`src/sv/bpe_pkg.sv`:
```
// Shared types and codes of the breakpoint envelope generator.
package bpe_pkg;

	typedef enum logic [1:0] {
		CMD_LOAD    = 2'd0,
		CMD_RESTART = 2'd1,
		CMD_SAMPLE  = 2'd2
	} cmd_t;

	typedef enum logic [1:0] {
		POS_PERCENT  = 2'd0,
		POS_ABSOLUTE = 2'd1,
		POS_RELATIVE = 2'd2
	} pos_t;

	typedef enum logic [0:0] {
		REG_DURATION    = 1'b0,
		REG_POINT_COUNT = 1'b1
	} reg_idx_t;

	localparam logic [31:0] DURATION_RESET = 32'd48000;
	localparam logic [4:0]  COUNT_RESET    = 5'd1;

	typedef struct packed {
		logic [1:0]  cmd;
		logic [3:0]  point_index;
		logic [1:0]  position_type;
		logic [31:0] point_position;
		logic [15:0] point_level;
		logic [31:0] sample_position;
	} cmd_item_t;

	typedef struct packed {
		logic [15:0] level;
		logic [4:0]  segment;
	} res_item_t;

	typedef struct packed {
		logic busy;
		logic done;
		logic over;
	} div_stat_t;

endpackage

```
`src/sv/breakpoint_envelope_generator_unit.sv`:
```
// Breakpoint envelope generator: sequencer, shared multiplier and serial divider.
//
// Channels: cmd_valid/cmd_stall/cmd_item carries load, restart and sample beats;
// res_valid/res_stall/res_item returns one beat per sample (level, segment).
// cfg_we/cfg_index/cfg_data writes envelope_duration (0) and point_count (1).
// One item is worked at a time; cmd_stall is high from acceptance until the
// item's work is done.
// Load: multiply for percentage positions, then store write.
// Restart: read of breakpoint 0.
// Sample: the breakpoint store's single read port sets the cost of each
// breakpoint passed and the one-bit-per-cycle divider sets the interpolation
// cost. A zero slope or an empty segment skips the divide.
// The result sits in an output register; the next item is taken as soon as
// that register is loaded. A stalled receiver holds a finished sample in its
// last state until the output register frees up.
// Reset: first segment, registers to defaults; breakpoint contents undefined
// until loaded, no clearing pass.
module breakpoint_envelope_generator_unit #(
	parameter int MAX_POINTS = 16,
	parameter int LEVEL_BITS = 16
) (
	input  logic                clk,
	input  logic                arst_n,
	input  logic                cmd_valid,
	output logic                cmd_stall,
	input  bpe_pkg::cmd_item_t  cmd_item,
	output logic                res_valid,
	input  logic                res_stall,
	output bpe_pkg::res_item_t  res_item,
	input  logic                cfg_we,
	input  logic [0:0]          cfg_index,
	input  logic [31:0]         cfg_data
);

	localparam int L   = LEVEL_BITS;
	localparam int AW  = $clog2(MAX_POINTS);
	localparam int NW  = $clog2(MAX_POINTS + 1);
	localparam int CW  = (NW > 5) ? NW : 5;
	localparam int EW  = L + 32;
	localparam int SHL = (L >= 16) ? (L - 16) : 0;
	localparam int SHR = (L < 16) ? (16 - L) : 0;
	localparam logic [L-1:0] FULL = {L{1'b1}};

	typedef enum logic [3:0] {
		ST_IDLE,
		ST_LD_MUL,
		ST_LD_WR,
		ST_RS_RD,
		ST_RS_USE,
		ST_SM_CLAMP,
		ST_SM_CL_USE,
		ST_SM_RD,
		ST_SM_CMP,
		ST_SM_PRV,
		ST_SM_PRV_USE,
		ST_SM_CALC,
		ST_SM_CHK,
		ST_SM_DIV_GO,
		ST_SM_DIV_WAIT,
		ST_SM_OUT
	} state_t;

	state_t state_q;

	// configuration
	logic [31:0] duration_q;
	logic [4:0]  point_count_q;

	// envelope state
	logic [NW-1:0]     next_q;
	logic [L-1:0]      start_level_q;
	logic signed [L:0] delta_q;
	logic [31:0]       last_loaded_q;
	logic              pend_q;
	logic              res_valid_q;
	bpe_pkg::res_item_t res_q;

	// datapath
	bpe_pkg::cmd_item_t item_q;
	logic [63:0]  mul_q;
	logic [31:0]  end_q;
	logic [31:0]  start_pos_q;
	logic [31:0]  range_q;
	logic         range_ok_q;
	logic [31:0]  rel_mag_q;
	logic         neg_q;
	logic [L-1:0] delta_mag_q;
	logic [L-1:0] lvl_q;

	logic [CW-1:0]  pc_ext;
	logic [NW-1:0]  n;
	logic [NW-1:0]  next_inc;
	logic [AW-1:0]  raddr;
	logic [EW-1:0]  rd_data;
	logic [31:0]    rd_pos;
	logic [L-1:0]   rd_lvl;
	logic           adv;
	logic           load_ok;
	logic           trivial;
	logic [31:0]    mul_a;
	logic [31:0]    mul_b;
	logic [47:0]    pct;
	logic [32:0]    rel_sum;
	logic [31:0]    ld_pos;
	logic [L+15:0]  lvl_in_ext;
	logic [L-1:0]   lvl_in;
	logic [L+7:0]   lvl_out_ext;
	logic [15:0]    lvl_out;
	logic           rel_neg;
	logic signed [L:0] delta_neg;
	logic signed [L+2:0] sum;
	logic [L-1:0]   lvl_div;
	bpe_pkg::div_stat_t div_stat;
	logic [L:0]     quo;
	logic           div_start;

	// point count 0 acts as 1, anything above the store depth as the depth
	assign pc_ext   = CW'(point_count_q);
	assign n        = (pc_ext == '0) ? NW'(1) :
	                  (pc_ext > CW'(MAX_POINTS)) ? NW'(MAX_POINTS) : NW'(pc_ext);
	assign next_inc = next_q + 1'b1;

	assign rd_pos = rd_data[EW-1:L];
	assign rd_lvl = rd_data[L-1:0];
	assign adv    = item_q.sample_position >= rd_pos;

	assign load_ok = (int'(cmd_item.point_index) < MAX_POINTS) &&
	                 (cmd_item.position_type == bpe_pkg::POS_PERCENT ||
	                  cmd_item.position_type == bpe_pkg::POS_ABSOLUTE ||
	                  cmd_item.position_type == bpe_pkg::POS_RELATIVE);

	always_comb begin
		unique case (state_q)
			ST_RS_RD:    raddr = '0;
			ST_SM_CLAMP: raddr = AW'(n - 1'b1);
			ST_SM_RD:    raddr = AW'(next_q);
			ST_SM_PRV:   raddr = AW'(next_q - 1'b1);
			default:     raddr = '0;
		endcase
	end

	// one multiplier: percentage scaling on loads, delta * offset on samples
	assign mul_a = (state_q == ST_LD_MUL) ? item_q.point_position : rel_mag_q;
	assign mul_b = (state_q == ST_LD_MUL) ? duration_q : 32'(delta_mag_q);

	assign pct     = mul_q[63:16];
	assign rel_sum = {1'b0, last_loaded_q} + {1'b0, item_q.point_position};

	always_comb begin
		unique case (item_q.position_type)
			bpe_pkg::POS_PERCENT:  ld_pos = (|pct[47:32]) ? '1 : pct[31:0];
			bpe_pkg::POS_RELATIVE: ld_pos = rel_sum[32] ? '1 : rel_sum[31:0];
			default:               ld_pos = item_q.point_position;
		endcase
	end

	assign lvl_in_ext  = ((L + 16)'(item_q.point_level) << SHL) >> SHR;
	assign lvl_in      = lvl_in_ext[L-1:0];
	assign lvl_out_ext = ((L + 8)'(lvl_q) >> SHL) << SHR;
	assign lvl_out     = lvl_out_ext[15:0];

	assign rel_neg   = item_q.sample_position < start_pos_q;
	assign delta_neg = -delta_q;
	assign trivial   = (delta_q == '0) || !range_ok_q;

	assign sum = $signed({3'b000, start_level_q}) +
	             (neg_q ? -$signed({2'b00, quo}) : $signed({2'b00, quo}));

	always_comb begin
		if (div_stat.over) begin
			lvl_div = neg_q ? '0 : FULL;
		end else if (sum < 0) begin
			lvl_div = '0;
		end else if (sum > $signed({3'b000, FULL})) begin
			lvl_div = FULL;
		end else begin
			lvl_div = sum[L-1:0];
		end
	end

	assign div_start = (state_q == ST_SM_DIV_GO);

	bpe_mem #(
		.DEPTH(MAX_POINTS),
		.WIDTH(EW)
	) u_mem (
		.clk   (clk),
		.we    (state_q == ST_LD_WR),
		.waddr (AW'(item_q.point_index)),
		.wdata ({ld_pos, lvl_in}),
		.raddr (raddr),
		.rdata (rd_data)
	);

	bpe_div #(
		.LEVEL_BITS(LEVEL_BITS)
	) u_div (
		.clk      (clk),
		.arst_n   (arst_n),
		.start    (div_start),
		.dividend (mul_q[EW-1:0]),
		.divisor  (range_q),
		.stat     (div_stat),
		.quotient (quo)
	);

	always_ff @(posedge clk or negedge arst_n) begin
		if (!arst_n) begin
			duration_q    <= bpe_pkg::DURATION_RESET;
			point_count_q <= bpe_pkg::COUNT_RESET;
		end else if (cfg_we) begin
			unique case (cfg_index)
				bpe_pkg::REG_DURATION:    duration_q    <= cfg_data;
				bpe_pkg::REG_POINT_COUNT: point_count_q <= cfg_data[4:0];
				default: ;
			endcase
		end
	end

	always_ff @(posedge clk or negedge arst_n) begin
		if (!arst_n) begin
			state_q       <= ST_IDLE;
			next_q        <= '0;
			start_level_q <= '0;
			delta_q       <= '0;
			last_loaded_q <= '0;
			pend_q        <= 1'b0;
			res_valid_q   <= 1'b0;
			res_q         <= '0;
		end else begin
			// ST_SM_OUT handles the output register itself
			if (res_valid_q && !res_stall && state_q != ST_SM_OUT) begin
				res_valid_q <= 1'b0;
			end
			unique case (state_q)
				ST_IDLE: begin
					if (cmd_valid) begin
						unique case (cmd_item.cmd)
							bpe_pkg::CMD_LOAD:    state_q <= load_ok ? ST_LD_MUL : ST_IDLE;
							bpe_pkg::CMD_RESTART: state_q <= ST_RS_RD;
							bpe_pkg::CMD_SAMPLE:  state_q <= ST_SM_CLAMP;
							default:              state_q <= ST_IDLE;
						endcase
					end
				end
				ST_LD_MUL: state_q <= ST_LD_WR;
				ST_LD_WR: begin
					last_loaded_q <= ld_pos;
					state_q       <= ST_IDLE;
				end
				ST_RS_RD: state_q <= ST_RS_USE;
				ST_RS_USE: begin
					next_q        <= '0;
					start_level_q <= '0;
					delta_q       <= $signed({1'b0, rd_lvl});
					state_q       <= ST_IDLE;
				end
				ST_SM_CLAMP: begin
					pend_q <= 1'b0;
					// count lowered under the current segment: jump to the final decay
					if (next_q > n) begin
						next_q  <= n;
						state_q <= ST_SM_CL_USE;
					end else begin
						state_q <= ST_SM_RD;
					end
				end
				ST_SM_CL_USE: begin
					start_level_q <= rd_lvl;
					delta_q       <= -$signed({1'b0, rd_lvl});
					state_q       <= ST_SM_RD;
				end
				ST_SM_RD: state_q <= (next_q < n) ? ST_SM_CMP : ST_SM_PRV;
				ST_SM_CMP: begin
					if (adv) begin
						start_level_q <= rd_lvl;
						next_q        <= next_inc;
						if (next_inc < n) begin
							pend_q  <= 1'b1;
							state_q <= ST_SM_RD;
						end else begin
							delta_q <= -$signed({1'b0, rd_lvl});
							state_q <= ST_SM_PRV;
						end
					end else begin
						// entry just read is the new segment's end point
						if (pend_q) begin
							delta_q <= $signed({1'b0, rd_lvl}) - $signed({1'b0, start_level_q});
						end
						pend_q  <= 1'b0;
						state_q <= ST_SM_PRV;
					end
				end
				ST_SM_PRV:      state_q <= (next_q != '0) ? ST_SM_PRV_USE : ST_SM_CALC;
				ST_SM_PRV_USE:  state_q <= ST_SM_CALC;
				ST_SM_CALC:     state_q <= ST_SM_CHK;
				ST_SM_CHK:      state_q <= trivial ? ST_SM_OUT : ST_SM_DIV_GO;
				ST_SM_DIV_GO:   state_q <= ST_SM_DIV_WAIT;
				ST_SM_DIV_WAIT: state_q <= div_stat.done ? ST_SM_OUT : ST_SM_DIV_WAIT;
				ST_SM_OUT: begin
					if (!res_valid_q || !res_stall) begin
						res_valid_q <= 1'b1;
						res_q       <= '{level: lvl_out, segment: 5'(next_q)};
						state_q     <= ST_IDLE;
					end
				end
				default: state_q <= ST_IDLE;
			endcase
		end
	end

	always_ff @(posedge clk) begin
		if (state_q == ST_IDLE && cmd_valid) begin
			item_q <= cmd_item;
		end
		mul_q <= {32'b0, mul_a} * {32'b0, mul_b};
		unique case (state_q)
			ST_SM_RD: begin
				if (!(next_q < n)) begin
					end_q <= duration_q;
				end
			end
			ST_SM_CMP: begin
				if (!adv) begin
					end_q <= rd_pos;
				end else if (!(next_inc < n)) begin
					end_q <= duration_q;
				end
			end
			ST_SM_PRV: begin
				if (next_q == '0) begin
					start_pos_q <= '0;
				end
			end
			ST_SM_PRV_USE: start_pos_q <= rd_pos;
			ST_SM_CALC: begin
				range_ok_q  <= end_q > start_pos_q;
				range_q     <= end_q - start_pos_q;
				rel_mag_q   <= rel_neg ? (start_pos_q - item_q.sample_position)
				                       : (item_q.sample_position - start_pos_q);
				neg_q       <= delta_q[L] ^ rel_neg;
				delta_mag_q <= delta_q[L] ? delta_neg[L-1:0] : delta_q[L-1:0];
			end
			ST_SM_CHK: begin
				if (trivial) begin
					lvl_q <= start_level_q;
				end
			end
			ST_SM_DIV_WAIT: begin
				if (div_stat.done) begin
					lvl_q <= lvl_div;
				end
			end
			default: ;
		endcase
	end

	assign cmd_stall = (state_q != ST_IDLE);
	assign res_valid = res_valid_q;
	assign res_item  = res_q;

	a_next_in_range: assert property (@(posedge clk) disable iff (!arst_n)
		next_q <= NW'(MAX_POINTS))
		else $error("next breakpoint beyond store depth");

	a_segment_bounded: assert property (@(posedge clk) disable iff (!arst_n)
		(state_q == ST_SM_PRV) |-> (next_q <= n))
		else $error("segment index past active point count");

	a_div_free_at_start: assert property (@(posedge clk) disable iff (!arst_n)
		(state_q == ST_SM_DIV_GO) |-> !div_stat.busy)
		else $error("divider started while busy");

	a_out_waits: assert property (@(posedge clk) disable iff (!arst_n)
		(state_q == ST_SM_OUT && res_valid_q && res_stall) |=> (state_q == ST_SM_OUT))
		else $error("sample result dropped while output stalled");

endmodule

```
`src/sv/bpe_mem.sv`:
```
// Breakpoint store: one write port, one registered read port.
module bpe_mem #(
	parameter int DEPTH = 16,
	parameter int WIDTH = 48
) (
	input  logic                     clk,
	input  logic                     we,
	input  logic [$clog2(DEPTH)-1:0] waddr,
	input  logic [WIDTH-1:0]         wdata,
	input  logic [$clog2(DEPTH)-1:0] raddr,
	output logic [WIDTH-1:0]         rdata
);

	logic [WIDTH-1:0] mem [DEPTH];

	always_ff @(posedge clk) begin
		if (we) begin
			mem[waddr] <= wdata;
		end
		rdata <= mem[raddr];
	end

endmodule

```
`src/sv/bpe_div.sv`:
```
// Serial restoring divider, one quotient bit per cycle, with early overflow detect.
module bpe_div #(
	parameter int LEVEL_BITS = 16
) (
	input  logic                    clk,
	input  logic                    arst_n,
	input  logic                    start,
	input  logic [LEVEL_BITS+31:0]  dividend,
	input  logic [31:0]             divisor,
	output bpe_pkg::div_stat_t      stat,
	output logic [LEVEL_BITS:0]     quotient
);

	localparam int QW   = LEVEL_BITS + 1;
	localparam int PW   = LEVEL_BITS + 32;
	localparam int CNTW = $clog2(QW + 1);

	logic            busy_q;
	logic            done_q;
	logic            over_q;
	logic [CNTW-1:0] cnt_q;
	logic [31:0]     rem_q;
	logic [QW-1:0]   low_q;

	logic [31:0] hi;
	logic        hi_over;
	logic [32:0] trial;
	logic        ge;

	// quotient wider than QW bits saturates the level anyway
	assign hi      = 32'(dividend[PW-1:QW]);
	assign hi_over = hi >= divisor;
	assign trial   = {rem_q, low_q[QW-1]};
	assign ge      = trial >= {1'b0, divisor};

	always_ff @(posedge clk or negedge arst_n) begin
		if (!arst_n) begin
			busy_q <= 1'b0;
			done_q <= 1'b0;
			cnt_q  <= '0;
		end else begin
			done_q <= 1'b0;
			if (start) begin
				busy_q <= !hi_over;
				done_q <= hi_over;
				cnt_q  <= CNTW'(QW);
			end else if (busy_q) begin
				cnt_q <= cnt_q - 1'b1;
				if (cnt_q == CNTW'(1)) begin
					busy_q <= 1'b0;
					done_q <= 1'b1;
				end
			end
		end
	end

	always_ff @(posedge clk) begin
		if (start) begin
			over_q <= hi_over;
			rem_q  <= hi;
			low_q  <= dividend[QW-1:0];
		end else if (busy_q) begin
			rem_q <= ge ? 32'(trial - {1'b0, divisor}) : trial[31:0];
			low_q <= {low_q[QW-2:0], ge};
		end
	end

	assign stat     = '{busy: busy_q, done: done_q, over: over_q};
	assign quotient = low_q;

	a_done_not_busy: assert property (@(posedge clk) disable iff (!arst_n)
		done_q |-> !busy_q)
		else $error("divider done while still busy");

	a_last_step_done: assert property (@(posedge clk) disable iff (!arst_n)
		(busy_q && !start && cnt_q == CNTW'(1)) |=> done_q)
		else $error("divider missed its done pulse");

	a_rem_below_divisor: assert property (@(posedge clk) disable iff (!arst_n)
		(done_q && !over_q) |-> (rem_q < divisor))
		else $error("divider remainder not reduced");

endmodule

```
`config.mk`:
```
export PLATFORM = sky130hd
export DESIGN_NAME = breakpoint_envelope_generator_unit
export DESIGN_NICKNAME = d
export VERILOG_FILES = /design/src/sv/bpe_pkg.sv /design/src/sv/breakpoint_envelope_generator_unit.sv /design/src/sv/bpe_mem.sv /design/src/sv/bpe_div.sv
export SDC_FILE = /design/constraint.sdc
export NUM_CORES = 2
export LEC_CHECK = 0
export ABC_AREA = 1
export BUFFER_PORTS_ARGS = -buffer_cell sky130_fd_sc_hd__buf_2
export CAP_MARGIN = 20
export CORE_MARGIN = 2
export CORE_UTILIZATION = 50
export DETAILED_ROUTE_END_ITERATION = 8
export PLACE_DENSITY = 0.73
export SLEW_MARGIN = 15
export SYNTH_ARGS = -nofsm -noshare
export SYNTH_HDL_FRONTEND = slang
export SYNTH_SLANG_ARGS = --single-unit
```
`constraint.sdc`:
```
create_clock -name clk -period 17.65 [get_ports clk]
set_input_delay 1.765 -clock clk [delete_from_list [all_inputs] [get_ports clk]]
set_output_delay 1.765 -clock clk [all_outputs]
set_load 0.05 [all_outputs]
```
# Word-level counts from Yosys, hierarchy flattened
# Memories as Yosys holds them, arrays and structs flattened. A register that Yosys moved wholly into a read port is not among the register bits.
# Cells that the tools add are included.
# W data, S select, Z words.
[op_classes]
magnitude_cmp = 11
n_addsub = 14
n_mul = 1
n_mux = 66
n_bitwise = 2
n_eq_ne = 33
n_reduce_logical = 40
[ops]
columns = ["op", "n"]
rows = [
  ["$mux W32", 10],
  ["$pmux W32 S2", 3],
  ["$mux W16", 8],
  ["$sub A32 B32 Y32", 4],
  ["$mux W17", 5],
  ["$mul A32 B32 Y64", 1],
  ["$mux W31", 2],
  ["$pmux W4 S15", 1],
  ["$pmux W17 S3", 1],
  ["$pmux W16 S3", 1],
  ["$add A32 B32 Y33", 1],
  ["$ge A33 B32 Y1", 1],
  ["$eq A4 B4 Y1 const B", 8],
  ["$ge A31 B32 Y1", 1],
  ["$ge A32 B32 Y1", 1],
  ["$gt A32 B32 Y1", 1],
  ["$lt A32 B32 Y1", 1],
  ["$pmux W16 S2", 1],
  ["$mux W5", 6],
  ["$add A17 B19 Y19", 1],
  ["$gt A19 B17 Y1 const B", 1],
  ["$lt A19 B1 Y1 const B", 1],
  ["$mux W19", 1],
  ["$neg A17 Y19", 1],
  ["43 further kinds", 105],
]
[totals]
mem_count = 1
ff_bits = 503
out_inout_bits = 23
elab_cells = 200
ram_bits = 768
[memory_table]
columns = ["memory", "depth", "width", "read_ports", "rd_ports_with_merged_regs", "write_ports", "line_no", "source"]
rows = [
  ["u_mem.mem", 16, 48, 1, 1, 1, "bpe_mem.sv:14", "logic [WIDTH-1:0] mem [DEPTH];"],
]

# Longest topological paths before layout
[depth]
word_depth = 9
mapped_depth = 41

# Modules after synthesis
# From an unflattened synthesis, not the netlist that was laid out.
[unflattened]
cells_unflattened = 11541
area_unflattened_um2 = 100888.0
[modules_own_cells]
columns = ["module", "area_per_inst_um2", "instances", "cells_each", "seq_area_each_um2"]
rows = [
  ["breakpoint_envelope_generator_unit", 60433.0, 1, 7346, 12091.6],
  ["bpe_mem", 33988.8, 1, 3165, 24023.0],
  ["bpe_div", 6466.2, 1, 1030, 1666.6],
]

# Least setup slack after synthesis
# OpenSTA, ideal clock, no wires.
[synth_timing]
kind = "register -> register"
from = "reg state_q[1]"
to = "reg mul_q[41]"
slack_ns = 10.003
arrival_time_ns = 7.535
n_path_buf = 3
path_stages_with_launch = 31
cell_sequence = "dfrtp_1 nor2_2 inv_2 nor2_1 inv_2 buf_2 buf_1 a21oi_2 clkbuf_1 nor2_1 fa_1 fa_1 inv_1 fa_1 fa_1 inv_1 fa_1 fa_1 fa_1 fa_1 ha_1 nand2_1 nor2_1 inv_1 nor2_1 nand2_1 o21ai_0 a21oi_1 or2_2 nand3_1 nand2_1"
[synth_via]
elab_chain_cells = 3
word_cells_on_any_way = 4
classes_between = "mul: 1; eq/ne: 1; mux: 2"
[synth_lines]
columns = ["item", "line_no", "source"]
rows = [
  ["start, declared", "breakpoint_envelope_generator_unit.sv:63", "state_t state_q;"],
  ["start signal, assigned", "breakpoint_envelope_generator_unit.sv:239", "bpe_pkg::CMD_LOAD: state_q <= load_ok ? ST_LD_MUL : ST_IDLE;"],
  ["start signal, assigned", "breakpoint_envelope_generator_unit.sv:273", "ST_SM_RD: state_q <= (next_q < n) ? ST_SM_CMP : ST_SM_PRV;"],
  ["start signal, assigned", "breakpoint_envelope_generator_unit.sv:294", "ST_SM_PRV: state_q <= (next_q != '0) ? ST_SM_PRV_USE : ST_SM_CALC;"],
  ["$eq A4 B1 Y1 *", "breakpoint_envelope_generator_unit.sv:143, breakpoint_envelope_generator_unit.sv:144", ""],
  ["$mux W32 (on tied branches)", "breakpoint_envelope_generator_unit.sv:143, breakpoint_envelope_generator_unit.sv:144", ""],
  ["$mul A32 B32 Y64 *", "breakpoint_envelope_generator_unit.sv:316", "mul_q <= {32'b0, mul_a} * {32'b0, mul_b};"],
  ["end signal, assigned", "breakpoint_envelope_generator_unit.sv:316", ""],
  ["end, declared", "breakpoint_envelope_generator_unit.sv:80", "logic [63:0] mul_q;"],
]
# Every way passes the cells marked *; elsewhere a longest branch is shown, timed or not.
# A chain may end at the register's enable or synchronous reset.

# Worst setup path in the final report
[layout_timing]
from = "reg state_q[0]"
to = "reg mul_q[35]"
# Same word-level chain as after synthesis.

==> impl_metrics.toml <==
[run_status]
outcome = "completed"

[layout]
commonest_cells_after_routing_fill_and_taps_aside = "inv_1, nand2_1, nor2_1, edfxtp_1, fa_1"
layout_commonest_cell = "inv_1"
area_overhead_vs_synth_pct = 8.71
finish.net_count = 12300
drive_gt1_share_pct = 5.94

[yosys]
synth_cell_type_count = 66
syn_avg_cell_area_um2 = 9.20
ys.warnings.count = 0
syn_inst_count = 10700
ys_seq_elements = 1319
ys_seq_area_share_pct = 38.5
synth_area_leaders = "edfxtp_1, fa_1, inv_1"
synth_largest_area_cell = "edfxtp_1"
synth_area_um2 = 98200
synth_flop_cell = "edfxtp_1"
async_flop_share_pct = 10.7
post_synthesis_net_count = 12200
synth_edf_count = 1065
synth.top_cell.area_share_pct = 32.6

[worst_setup_path]
worst_r2r_path_depth = 29
crit_path_start_kind = "register"
worst_setup_path_endpoint = "mul_q[35]$_DFF_P_"
worst_path_maximum_fanout = 50
endpoint_kind = "register"
cp_data_arrival_time_ps = 11270
worst_r2r_startpoint = "state_q[0]$_DFFE_PN0P_"
worstPathRequired_ps = 18350
rrSetupSlack_ps = 7080
critical-path-slowest-cell = "nor4_1"
timing.critical_path.depth = 29
regToRegEndpoint = "mul_q[35]$_DFF_P_"
largest_delay_contributor_family_on_the_critical_path = "adder cells"
worst-path-buf-inv = 8
critical-path-max-stage-delay_ps = 760
worstSetupStartpoint = "state_q[0]$_DFFE_PN0P_"
path_class = "reg -> reg"
worst_path_most_repeated_cell = "fa_1"

[route]
antenna_left = 0
dr.first_iter.drc_count = 8458
wl_um = 343000
vias_per_cell = 5.74
drcViolationCount = 0
dr_total_vias = 77300
avgRoutedWirePerCell_um = 25.4
drt_pass1_iterations = 7

[clocking]
cts-root-to-sink-buffers = 3
tritoncts = "done"
clk-insertion-delay-late_ps = 840
cts_buffers = 142
post_cts_hold_buffer_count = 0
clk_transition_reported_paths_ps = 60
root_buffer = "clkbuf_16"
tritoncts_num_sinks = 1319
post_cts.repair.setup_buffers = 0
htree_num_levels = 4
post_cts_resized = 0

[timing]
finalSetupTns_ps = 0
maxSlewViolCount = 0
max_slew_margin_pct = 19.5
final-setup-viol-count = 0
post-route-period-util_pct = 59.9
min_period_ps = 10570
clock_skew_ps = 72.2
fmaxAchievable_ghz = 0.0946
max_slew.worst_pin.slew_ps = 1210
grt_setup_unrepaired = "false"
final_hold_viol_count = 0

[global_route]
antenna_found_initial = 26
pin_count_of_the_biggest_net_entering_global_routing = 277
grt_pass1_wl_um = 501000
number_of_global_route_vias_before_repair = 77100
grt_remaining_overflow = 0
grt_use_total_pct = 34.4

[worst_hold_path]
timing.hold.worst.class = "reg -> reg"
hold_path_depth = 1
hold_start = "lvl_out[6]$_DFFE_PP_"

[place]
gp_congestion = 1.05
place_hpwl_um = 260000
port-buffer-count = 148

[floorplanning]
floorplan.die_area_um2 = 200000
dieHeight_um = 447
fp-row-count = 162
initial_utilization_pct = 50.3
io_pins = 149
chipWidth_um = 447
design.core.area_um2 = 195000

[job]
drv.max_cap_violation_count = 0
==> worst register-to-register path: cells and delay by family (launching register included) <==
kind            cells  cell delay (ps)
fa+ha+maj           9             4520
buf+inv             8             2390
simple gates        8             1800
compound gates      3             1170
flops               1              410
xor+xnor            1              140
==> metal layers <==
| layer | track usage (%) | up-vias | wire length [µm] |
|---|---|---|---|
| met5 | 0 | - | 95 |
| met4 | 19.2 | 14 | 22000 |
| met3 | 6.71 | 844 | 29400 |
| met2 | 54.5 | 3616 | 157000 |
| met1 | 44.4 | 38500 | 134000 |
| li1 | - | 34400 | - |
==> kinds of logic after synthesis <==
family | share of synthesized area (%)
flops | 38.5
compound gates | 9.47
buf+inv | 9.22
simple gates | 15.3
mux | 0.194
xor+xnor | 2.03
fa+ha+maj | 25.3
==> flip-flops by register name (all words and copies together), names as in the netlist, 17 cells and up <==
register and count:
mul_q 64, u_mem.mem 768, rel_mag_q 32, last_loaded_q 32, range_q 32, delta_q 17, res_item 21, u_div.rem_q 32
end_q 32, item_q 70, u_mem.rdata 48, u_div.quotient 17, duration_q 32, start_pos_q 32
==> final cells by class <==
cell class / count / area (µm²)
fill: 17400 / 88300
multi-input combinational: 7027 / 51600
sequential: 1319 / 37800
inverter: 1946 / 7310
clock buffer: 184 / 3860
tap: 2624 / 3280
timing repair buffer: 293 / 1930
clock inverter: 79 / 933
antenna: 8 / 20.0
==> through the flow <==
step | instance area, µm² | hold slack (ps) | instances | util, % | setup slack (ps)
4_1_cts | 107000 | 483 | 13500 | 54.7 | 7070
2_1_floorplan | 98200 | 449 | 10700 | - | 10000
6_report | 107000 | 481 | 13500 | 54.7 | 7080
5_1_grt | 107000 | 499 | 13500 | 54.7 | 6940
3_5_place_dp | 102000 | 467 | 13200 | 52.2 | 7120
3_3_place_gp | 102000 | 463 | 13200 | 52.2 | 7070
==> cells in the mapped netlist, types with 43 or more instances <==
| cell type | n |
|---|---|
| a21o_1 | 46 |
| a21oi_1 | 627 |
| buf_2 | 145 |
| clkbuf_1 | 187 |
| dfrtp_1 | 133 |
| dfxtp_1 | 113 |
| edfxtp_1 | 1065 |
| fa_1 | 903 |
| ha_1 | 539 |
| inv_1 | 1903 |
| nand2_1 | 1851 |
| nand3_1 | 555 |
| nand4_1 | 43 |
| nor2_1 | 1131 |
| nor3_1 | 45 |
| o211ai_1 | 217 |
| o21ai_0 | 562 |
| xnor2_1 | 85 |
| xor2_1 | 143 |
==> worst min-delay path by stage <==
stage / end
after floorplan: u_div.cnt_q[4]$_DFFE_PN0P_
after global placement: res_item[18]$_DFFE_PN0P_
after detailed placement: res_item[2]$_DFFE_PN0P_
after CTS: res_item[2]$_DFFE_PN0P_
after global routing: res_item[18]$_DFFE_PN0P_
final: res_item[11]$_DFFE_PN0P_
Power is not shown: default switching activity piles up to over one toggle a cycle in this logic, so the estimate is an artifact.
